<file path="src/i2c_rwc_pkg.sv">
// ----------------------------------------------------------------------------
// i2c_rwc_pkg
// shared step codes, field widths and line-level type for the smbus
// read-word-with-check i2c master
// ----------------------------------------------------------------------------
package i2c_rwc_pkg;

   localparam int unsigned STEP_W   = 5;
   localparam int unsigned PHASE_W  = 16;
   localparam int unsigned BIT_CNT_W = 4;
   localparam int unsigned BYTE_W   = 8;
   localparam int unsigned ADDR_W   = 7;

   localparam int unsigned REQ_DATA_W = 24;   // 17 field bits padded to bytes
   localparam int unsigned RSP_DATA_W = 32;   // 28 field bits padded to bytes

   // sequence steps
   localparam logic [STEP_W-1:0] STEP_IDLE    = 5'd0;
   localparam logic [STEP_W-1:0] STEP_START   = 5'd1;
   localparam logic [STEP_W-1:0] STEP_AW      = 5'd2;    // address+write, command
   localparam logic [STEP_W-1:0] STEP_AW_LAST = 5'd9;
   localparam logic [STEP_W-1:0] STEP_CMD_GO  = 5'd5;    // end of address+write byte
   localparam logic [STEP_W-1:0] STEP_RS_LOW  = 5'd10;
   localparam logic [STEP_W-1:0] STEP_RS_HIGH = 5'd11;
   localparam logic [STEP_W-1:0] STEP_RS_SDA  = 5'd12;
   localparam logic [STEP_W-1:0] STEP_AR      = 5'd13;
   localparam logic [STEP_W-1:0] STEP_RX      = 5'd17;
   localparam logic [STEP_W-1:0] STEP_SP_LOW  = 5'd29;
   localparam logic [STEP_W-1:0] STEP_SP_HIGH = 5'd30;
   localparam logic [STEP_W-1:0] STEP_SP_REL  = 5'd31;

   localparam logic [PHASE_W-1:0]   PHASE_TICKS_RESET = 16'd20;
   localparam logic [BIT_CNT_W-1:0] BITS_PER_BYTE     = 4'd8;

   // sub-phase within one bit slot
   localparam logic [1:0] SUB_SCL_HIGH = 2'd1;
   localparam logic [1:0] SUB_ACK_HIGH = 2'd3;

   typedef struct packed {
      logic scl;
      logic pull;
   } line_type;

endpackage

</file>
<file path="src/i2c_rwc_drive.sv">
// ----------------------------------------------------------------------------
// i2c_rwc_drive
// decodes the current sequence step into the scl level and sda pull-down
// ----------------------------------------------------------------------------
module i2c_rwc_drive (
   input  logic [i2c_rwc_pkg::STEP_W-1:0] step,
   input  logic                           tx_bit,   // msb of the shift register
   output i2c_rwc_pkg::line_type          lines
);
   import i2c_rwc_pkg::*;

   logic [STEP_W-1:0] tx_off;
   logic [STEP_W-1:0] rx_off;

   always_comb begin
      tx_off = (step >= STEP_AR) ? (step - STEP_AR) : (step - STEP_AW);
      rx_off = step - STEP_RX;
      lines.scl  = 1'b1;
      lines.pull = 1'b0;
      if (step == STEP_IDLE) begin
         lines.scl  = 1'b1;
         lines.pull = 1'b0;
      end else if (step == STEP_START) begin
         lines.scl  = 1'b1;
         lines.pull = 1'b1;
      end else if ((step >= STEP_AW && step <= STEP_AW_LAST) ||
                   (step >= STEP_AR && step < STEP_RX)) begin
         lines.scl  = tx_off[0];
         lines.pull = tx_off[1] ? 1'b0 : ~tx_bit;   // ack slot releases sda
      end else if (step == STEP_RS_LOW) begin
         lines.scl  = 1'b0;
         lines.pull = 1'b0;
      end else if (step == STEP_RS_HIGH) begin
         lines.scl  = 1'b1;
         lines.pull = 1'b0;
      end else if (step == STEP_RS_SDA) begin
         lines.scl  = 1'b1;
         lines.pull = 1'b1;
      end else if (step >= STEP_RX && step < STEP_SP_LOW) begin
         // master acks the first two bytes, nacks the check byte
         lines.scl  = rx_off[0];
         lines.pull = rx_off[1] ? (rx_off[3:2] < 2'd2) : 1'b0;
      end else if (step == STEP_SP_LOW) begin
         lines.scl  = 1'b0;
         lines.pull = 1'b1;
      end else if (step == STEP_SP_HIGH) begin
         lines.scl  = 1'b1;
         lines.pull = 1'b1;
      end
   end

endmodule

</file>
<file path="src/i2c_master_read_word_with_check_unit.sv">
// ----------------------------------------------------------------------------
// i2c_master_read_word_with_check_unit
// tick-driven i2c master running one smbus read-word-with-check transaction
// ----------------------------------------------------------------------------
// a result item appears on rsp in the cycle after its tick item is taken
// throughput: one tick item per cycle while rsp is not stalled, set by the single state update pass
// the result register is freed in the same cycle it is taken, so no bubbles
// reset: synchronous, active high; sequencer idle, counters and bytes zero,
// phase length back to 20 ticks, no result pending, no item taken in reset
module i2c_master_read_word_with_check_unit (
   input  logic                                clock,
   input  logic                                reset,
   // slave side tick items
   input  logic                                req_tvalid,
   output logic                                req_tready,
   // [0] start_request, [7:1] device_address, [15:8] command_code,
   // [16] sda_sample, [23:17] zero
   input  logic [i2c_rwc_pkg::REQ_DATA_W-1:0]  req_tdata,
   // master side result items
   output logic                                rsp_tvalid,
   input  logic                                rsp_tready,
   // [0] scl_level, [1] sda_pull_low, [2] busy_res, [3] done_res,
   // [11:4] data_low, [19:12] data_high, [27:20] data_check, [31:28] zero
   output logic [i2c_rwc_pkg::RSP_DATA_W-1:0]  rsp_tdata,
   // phase length register write
   input  logic                                csr_valid,
   output logic                                csr_ready,
   input  logic [i2c_rwc_pkg::PHASE_W-1:0]     csr_data
);
   import i2c_rwc_pkg::*;

   // request fields
   logic                 start_request;
   logic [ADDR_W-1:0]    device_address;
   logic [BYTE_W-1:0]    command_code;
   logic                 sda_sample;
   logic                 accept;

   // sequencer state
   logic [STEP_W-1:0]    step_ff, step_in;
   logic [PHASE_W-1:0]   phase_ff, phase_in;
   logic [BIT_CNT_W-1:0] bit_cnt_ff, bit_cnt_in;
   logic [BYTE_W-1:0]    shift_ff, shift_in;
   logic [ADDR_W-1:0]    addr_ff, addr_in;
   logic [BYTE_W-1:0]    cmd_ff, cmd_in;
   logic [BYTE_W-1:0]    data_low_ff, data_low_in;
   logic [BYTE_W-1:0]    data_high_ff, data_high_in;
   logic [BYTE_W-1:0]    data_check_ff, data_check_in;
   logic [PHASE_W-1:0]   phase_ticks_ff;

   // result register
   logic                  rsp_valid_ff;
   logic [RSP_DATA_W-1:0] rsp_data_ff, rsp_data_in;

   // working values for this tick
   logic [STEP_W-1:0]    cur_step;
   logic [BYTE_W-1:0]    cur_shift;
   logic [BIT_CNT_W-1:0] cur_bit_cnt;
   logic [PHASE_W-1:0]   cur_phase;
   logic [PHASE_W-1:0]   phase_inc;
   logic [PHASE_W-1:0]   limit;
   logic [BIT_CNT_W-1:0] bit_inc;
   logic [BYTE_W-1:0]    rx_shift;
   logic [STEP_W-1:0]    tx_off;
   logic [STEP_W-1:0]    rx_off;
   logic                 busy;
   logic                 done;
   line_type             lines;

   assign start_request  = req_tdata[0];
   assign device_address = req_tdata[7:1];
   assign command_code   = req_tdata[15:8];
   assign sda_sample     = req_tdata[16];

   // the result register frees up in the same cycle it is drained
   assign req_tready = !reset && (!rsp_valid_ff || rsp_tready);
   assign accept     = req_tvalid && req_tready;
   assign csr_ready  = !reset;

   // a phase length of zero behaves as one tick
   assign limit = (phase_ticks_ff == '0) ? {{(PHASE_W-1){1'b0}}, 1'b1} : phase_ticks_ff;

   // line levels come from the step as it stands after a start is taken
   i2c_rwc_drive u_drive (
      .step   (cur_step),
      .tx_bit (cur_shift[BYTE_W-1]),
      .lines  (lines)
   );

   always_comb begin
      // a start request only counts when idle
      cur_step    = step_ff;
      cur_shift   = shift_ff;
      cur_bit_cnt = bit_cnt_ff;
      cur_phase   = phase_ff;
      addr_in     = addr_ff;
      cmd_in      = cmd_ff;
      if (step_ff == STEP_IDLE && start_request) begin
         cur_step    = STEP_START;
         cur_shift   = '0;
         cur_bit_cnt = '0;
         cur_phase   = '0;
         addr_in     = device_address;
         cmd_in      = command_code;
      end

      step_in       = cur_step;
      shift_in      = cur_shift;
      bit_cnt_in    = cur_bit_cnt;
      phase_in      = cur_phase;
      data_low_in   = data_low_ff;
      data_high_in  = data_high_ff;
      data_check_in = data_check_ff;
      busy          = 1'b0;
      done          = 1'b0;

      phase_inc = cur_phase + 1'b1;
      bit_inc   = cur_bit_cnt + 1'b1;
      rx_shift  = {cur_shift[BYTE_W-2:0], sda_sample};
      tx_off    = (cur_step >= STEP_AR) ? (cur_step - STEP_AR) : (cur_step - STEP_AW);
      rx_off    = cur_step - STEP_RX;

      if (cur_step != STEP_IDLE) begin
         busy     = 1'b1;
         phase_in = phase_inc;
         if (phase_inc >= limit) begin
            // phase over: move the sequencer on
            phase_in = '0;
            if (cur_step == STEP_START) begin
               shift_in   = {addr_in, 1'b0};
               bit_cnt_in = '0;
               step_in    = STEP_AW;
            end else if ((cur_step >= STEP_AW && cur_step <= STEP_AW_LAST) ||
                         (cur_step >= STEP_AR && cur_step < STEP_RX)) begin
               // transmit byte: two sub-phases per bit plus a two-sub-phase ack slot, ack ignored
               if (tx_off[1:0] == SUB_SCL_HIGH) begin
                  shift_in   = {cur_shift[BYTE_W-2:0], 1'b0};
                  bit_cnt_in = bit_inc;
                  step_in    = (bit_inc >= BITS_PER_BYTE) ? cur_step + 1'b1
                                                          : cur_step - 1'b1;
               end else if (tx_off[1:0] == SUB_ACK_HIGH) begin
                  bit_cnt_in = '0;
                  if (cur_step == STEP_CMD_GO) begin
                     shift_in = cmd_in;
                     step_in  = cur_step + 1'b1;
                  end else if (cur_step == STEP_AW_LAST) begin
                     step_in  = STEP_RS_LOW;
                  end else begin
                     shift_in = '0;
                     step_in  = STEP_RX;
                  end
               end else begin
                  step_in = cur_step + 1'b1;
               end
            end else if (cur_step == STEP_RS_LOW || cur_step == STEP_RS_HIGH) begin
               step_in = cur_step + 1'b1;
            end else if (cur_step == STEP_RS_SDA) begin
               shift_in   = {addr_in, 1'b1};
               bit_cnt_in = '0;
               step_in    = STEP_AR;
            end else if (cur_step >= STEP_RX && cur_step < STEP_SP_LOW) begin
               // receive byte, sampled at the end of scl high
               if (rx_off[1:0] == SUB_SCL_HIGH) begin
                  shift_in   = rx_shift;
                  bit_cnt_in = bit_inc;
                  if (bit_inc >= BITS_PER_BYTE) begin
                     case (rx_off[3:2])
                        2'd0:    data_low_in   = rx_shift;
                        2'd1:    data_high_in  = rx_shift;
                        2'd2:    data_check_in = rx_shift;
                        default: data_low_in   = data_low_ff;
                     endcase
                     step_in = cur_step + 1'b1;
                  end else begin
                     step_in = cur_step - 1'b1;
                  end
               end else if (rx_off[1:0] == SUB_ACK_HIGH) begin
                  bit_cnt_in = '0;
                  shift_in   = '0;
                  step_in    = cur_step + 1'b1;
               end else begin
                  step_in = cur_step + 1'b1;
               end
            end else if (cur_step == STEP_SP_LOW || cur_step == STEP_SP_HIGH) begin
               step_in = cur_step + 1'b1;
            end else begin
               // stop released: transaction complete
               step_in = STEP_IDLE;
               done    = 1'b1;
            end
         end
      end

      rsp_data_in = {4'd0, data_check_in, data_high_in, data_low_in,
                     done, busy, lines.pull, lines.scl};
   end

   always_ff @(posedge clock) begin
      if (reset) begin
         step_ff        <= STEP_IDLE;
         phase_ff       <= '0;
         bit_cnt_ff     <= '0;
         shift_ff       <= '0;
         addr_ff        <= '0;
         cmd_ff         <= '0;
         data_low_ff    <= '0;
         data_high_ff   <= '0;
         data_check_ff  <= '0;
         phase_ticks_ff <= PHASE_TICKS_RESET;
         rsp_valid_ff   <= 1'b0;
      end else begin
         if (csr_valid && csr_ready) begin
            phase_ticks_ff <= csr_data;
         end
         if (accept) begin
            step_ff       <= step_in;
            phase_ff      <= phase_in;
            bit_cnt_ff    <= bit_cnt_in;
            shift_ff      <= shift_in;
            addr_ff       <= addr_in;
            cmd_ff        <= cmd_in;
            data_low_ff   <= data_low_in;
            data_high_ff  <= data_high_in;
            data_check_ff <= data_check_in;
            rsp_valid_ff  <= 1'b1;
         end else if (rsp_tready) begin
            rsp_valid_ff  <= 1'b0;
         end
      end
   end

   // result payload needs no reset
   always_ff @(posedge clock) begin
      if (accept) begin
         rsp_data_ff <= rsp_data_in;
      end
   end

   assign rsp_tvalid = rsp_valid_ff;
   assign rsp_tdata  = rsp_data_ff;

`ifndef ASSERT_OFF
   // a finished transaction leaves the sequencer idle
   assert property (@(posedge clock) disable iff (reset)
      accept && done |=> step_ff == STEP_IDLE)
      else $error("sequencer not idle after stop");

   // the phase counter rests at zero whenever idle
   assert property (@(posedge clock) disable iff (reset)
      step_ff == STEP_IDLE |-> phase_ff == '0)
      else $error("phase counter not cleared while idle");

   // never more than eight bits counted in one byte
   assert property (@(posedge clock) disable iff (reset)
      bit_cnt_ff <= BITS_PER_BYTE)
      else $error("bit counter overran a byte");

   // a result that reports done also reports busy
   assert property (@(posedge clock) disable iff (reset)
      rsp_valid_ff && rsp_data_ff[3] |-> rsp_data_ff[2])
      else $error("done reported without busy");
`endif

endmodule
</file>
<file path="config.mk">
export PLATFORM = sky130hd
export DESIGN_NAME = i2c_master_read_word_with_check_unit
export DESIGN_NICKNAME = d
export VERILOG_FILES = /design/src/i2c_rwc_pkg.sv /design/src/i2c_rwc_drive.sv /design/src/i2c_master_read_word_with_check_unit.sv
export SDC_FILE = /design/constraint.sdc
export NUM_CORES = 1
export LEC_CHECK = 0
export BUFFER_PORTS_ARGS = -buffer_cell sky130_fd_sc_hd__buf_2
export CORE_MARGIN = 2
export CORE_UTILIZATION = 40
export CTS_BUF_LIST = sky130_fd_sc_hd__clkbuf_4
export DETAILED_ROUTE_END_ITERATION = 7
export GPL_TIMING_DRIVEN = 0
export PLACE_DENSITY = 0.66
export SLEW_MARGIN = 20
export SYNTH_ARGS = -nofsm -noshare
export SYNTH_HDL_FRONTEND = slang
export SYNTH_SLANG_ARGS = --single-unit
</file>
<file path="constraint.sdc">
create_clock -name clock -period 10.62 [get_ports clock]
set_input_delay 0.531 -clock clock [delete_from_list [all_inputs] [get_ports clock]]
set_output_delay 0.531 -clock clock [all_outputs]
set_load 0.01 [all_outputs]
</file>
==> metrics.csv <==
stage,metric,value,unit
pwr,clock share of power,37.5,%
yosys,synth unique cells,86,
critical_path,crit-path leading delay family,simple AND/OR/NAND/NOR gates,
pwr,sw power,249,µW
clock_network,cts hold-fix bufs,0,
drt,First DRT Iteration DRCs,609,
clock_network,worst-skew pair later-pin latency,560,ps
finish,Sequential Area,0.00262,mm²
drt,DR vias/cell,5.83,
hold_path,HP Start,req_tdata[13],
pwr,switch share,27.4,%
finish,"most common cell after layout, fill and taps aside",dfxtp_1,
critical_path,Worst Path Arrival,5900,ps
clock_network,clock sinks,117,
pwr,worst vdd ir,0.0634,mV
critical_path,CP max stage cell,nor3_2,
clock_network,CTS tree,built,
drt,drt first pass iters,5,
clock_network,"Reg clk slew, reported paths",120,ps
global_routing,vias in the first global route,5934,
yosys,Post-synth EDFFs,28,
clock_network,clock root buffer,clkbuf_4,
critical_path,CP Class,register to register,
global_routing,first-pass GRT wire length,33.3,mm
outcome,status,completed,
clock_network,CTS H-tree depth,4,
yosys,"Seq/Total Area, Yosys",38.3,%
yosys,ys async rst share,0,%
finish,Antenna diodes,0,
clock_network,Longest Clk Path Bufs,2,
critical_path,crit-path cells,"buf_2, nor3_2, nand3_1, clkbuf_1, and2_1, ha_1, nand3_1, nor2_1, and3_1, xnor2_1, nor2_1, ha_1, and4_1, o211ai_1, a221o_2, a21oi_2, and2_1, buf_6, mux2_4",
clock_network,postcts setup bufs,0,
critical_path,crit start category,register,
finish,multi-input logic area,0.00388,mm²
hold_path,Hold/Removal Path Class,input pin to register,
die,I/O pins,80,
die,row count,47,
critical_path,R2R Setup Slk,5020,ps
placement,routability cong.,1.01,
die,core footprint,0.0166,mm²
die,Die Y,135,µm
finish,number of fill cells in the layout,1613,
sta,crit path time final,5600,ps
die,Die X,135,µm
finish,# nets final,908,
sta,Final Max Tran Viols,0,
global_routing,largest net degree at the start of global routing,25,
sta,Worst Clk Skew,25.0,ps
drt,met3 wire length,2.17,mm
drt,WL met1,9.37,mm
placement,Detailed Place HPWL,15.4,mm
sta,TNS Setup,0,ps
clock_network,Num CTS Buffers,17,
sta,Max-slew headroom,24.5,%
drt,met2 routed WL,8.66,mm
pwr,Leak,0.00306,µW
critical_path,CP required,10920,ps
critical_path,CP Buf/Inv Count,3,
yosys,syn avg cell area,9.06,µm²
yosys,total number of yosys warnings,0,
sta,final setup vio count,0,
finish,most frequent cells in the layout,"dfxtp_1 (89), buf_2 (85), nand2_1 (80)",
yosys,ys flop type,dfxtp_1,
yosys,Mapped Cells,755,
critical_path,R2R depth,19,
pwr,PD cells,117,mW/mm²
global_routing,initial antenna violation count,0,
critical_path,end of the worst register-to-register path,rsp_tdata[9],
sta,Max Fclk,0.179,GHz
critical_path,Critical R2R Launch,step_ff[3],
run,maxcap violations,0,
drt,Highest Signal Layer,met4,
yosys,Synth Register Bits,117,
clock_network,post-CTS sizing,0,
placement,PortBufs,67,
global_routing,All-Layer GR Usage,23.6,%
sta,Final Hold Viols,0,
sta,RSZ-0062 raised after global routing,no,
pwr,combinational share of power,10.5,%
hold_path,Worst Hold End,cmd_ff[5],
die,die area,0.0182,mm²
critical_path,"slowest stage delay, CP",550,ps
critical_path,CP Capture Type,register,
finish,Finished Core Util,46.8,%
sta,final period utilization,52.7,%
critical_path,crit-path max FO,10,
drt,final WL,20.9,mm
yosys,mapped cell area,0.00684,mm²
global_routing,GRT overflow,0,
hold_path,hold depth,2,
drt,post-route ant nets,0,
finish,P&R area growth vs syn,13.8,%
drt,vias post-DR,6286,
pwr,Pint,661,µW
sta,Worst-Margin Slew,1120,ps
die,Initial Util,41.1,%
finish,share of cells above drive strength 1,19.9,%
pwr,Flop pwr share,52.0,%
drt,drc violations,0,
drt,routed len/inst,19.4,µm
## sequential cells by signal (all words and copies together), names as in the netlist
register	count
shift_ff	8
bit_cnt_ff	4
step_ff	5
rsp_tdata	28
phase_ticks_ff	16
rsp_tvalid	1
cmd_ff	8
addr_ff	7
data_check_ff	8
phase_ff	16
data_low_ff	8
data_high_ff	8
## synthesized netlist by cell type (6+ instances only)
cell type | instances | share of area (%)
a21oi_1 | 27 | 2.0
a22o_1 | 16 | 2.0
a22oi_1 | 9 | 0.99
a31o_1 | 7 | 0.90
a32o_1 | 7 | 1.0
and2_1 | 16 | 1.5
and3_1 | 6 | 0.55
buf_1 | 7 | 0.38
buf_2 | 18 | 1.3
buf_4 | 7 | 0.77
clkbuf_1 | 21 | 1.2
dfxtp_1 | 89 | 26
edfxtp_1 | 28 | 12
ha_1 | 18 | 3.3
inv_1 | 23 | 1.3
mux2_1 | 7 | 1.2
mux2_2 | 11 | 1.8
mux2_4 | 9 | 2.0
mux2i_1 | 38 | 5.6
nand2_1 | 80 | 4.4
nand2b_1 | 7 | 0.64
nand3_1 | 34 | 2.5
nand4_1 | 10 | 0.91
nor2_1 | 63 | 3.5
nor2b_1 | 6 | 0.55
nor3_1 | 13 | 0.95
nor4_1 | 14 | 1.3
o211ai_1 | 17 | 1.9
o21ai_0 | 21 | 1.5
o22ai_1 | 8 | 0.73
or3_1 | 6 | 0.55
xnor2_1 | 10 | 1.3
xor2_1 | 7 | 0.90
## kinds of logic (layout without fill, tap and decap cells)
group | after synthesis | count (layout) | synth area share, %
other cells | 1 | 4 | 0.0548
buf+inv | 80 | 180 | 5.21
fa+ha+maj | 18 | 18 | 3.29
mux | 65 | 65 | 10.5
xor+xnor | 18 | 18 | 2.41
compound gates | 176 | 176 | 19.5
simple gates | 280 | 280 | 20.7
flops | 117 | 117 | 38.3
## per-layer routing
layer	vias up	track usage, %
li1	2984	-
met1	2894	33.8
met2	356	33.8
met3	52	5.82
met4	0	9.77
met5	-	0
## power by group through the flow
stage          Sequential (µW)  Clock [µW]  Combinational (µW)
2_1_floorplan              485           0                55.6
3_3_place_gp               484           0                92.6
3_5_place_dp               484           0                94.2
4_1_cts                    473         348                94.6
5_1_grt                    475         371                 104
6_report                   473         342                95.5
## cell type report
| cell class | instances | share of cell area (%) |
|---|---|---|
| Timing Repair Buffer | 68 | 4.66 |
| Tap cell | 220 | 3.54 |
| Sequential cell | 117 | 33.7 |
| Buffer | 54 | 3.33 |
| Inverter | 26 | 1.25 |
| Clock inverter | 15 | 2.06 |
| Clock buffer | 17 | 1.64 |
| Multi-Input combinational cell | 561 | 49.8 |
## through the flow
stage	cells	worst slack [ps]	hold WS, ps	total power [µW]	area [µm²]
2_1_floorplan	758	6300	434	541	6850
3_3_place_gp	1045	5170	444	576	7460
3_5_place_dp	1046	5210	448	578	7500
4_1_cts	1078	5170	139	916	7780
5_1_grt	1078	4820	145	950	7780
6_report	1078	5020	175	910	7780
## how the worst max path moves through the flow
stage,depth (start not counted),end,slack [ps],from
floorplan,19,rsp_tdata[10],6300,step_ff[2]
global placement,19,rsp_tdata[4],5170,step_ff[3]
detailed placement,19,rsp_tdata[4],5210,step_ff[3]
CTS,19,rsp_tdata[4],5170,step_ff[3]
global route,19,rsp_tdata[7],4820,step_ff[3]
finish,19,rsp_tdata[9],5020,step_ff[3]
No activity file was read; power rests on OpenSTA's default activity.
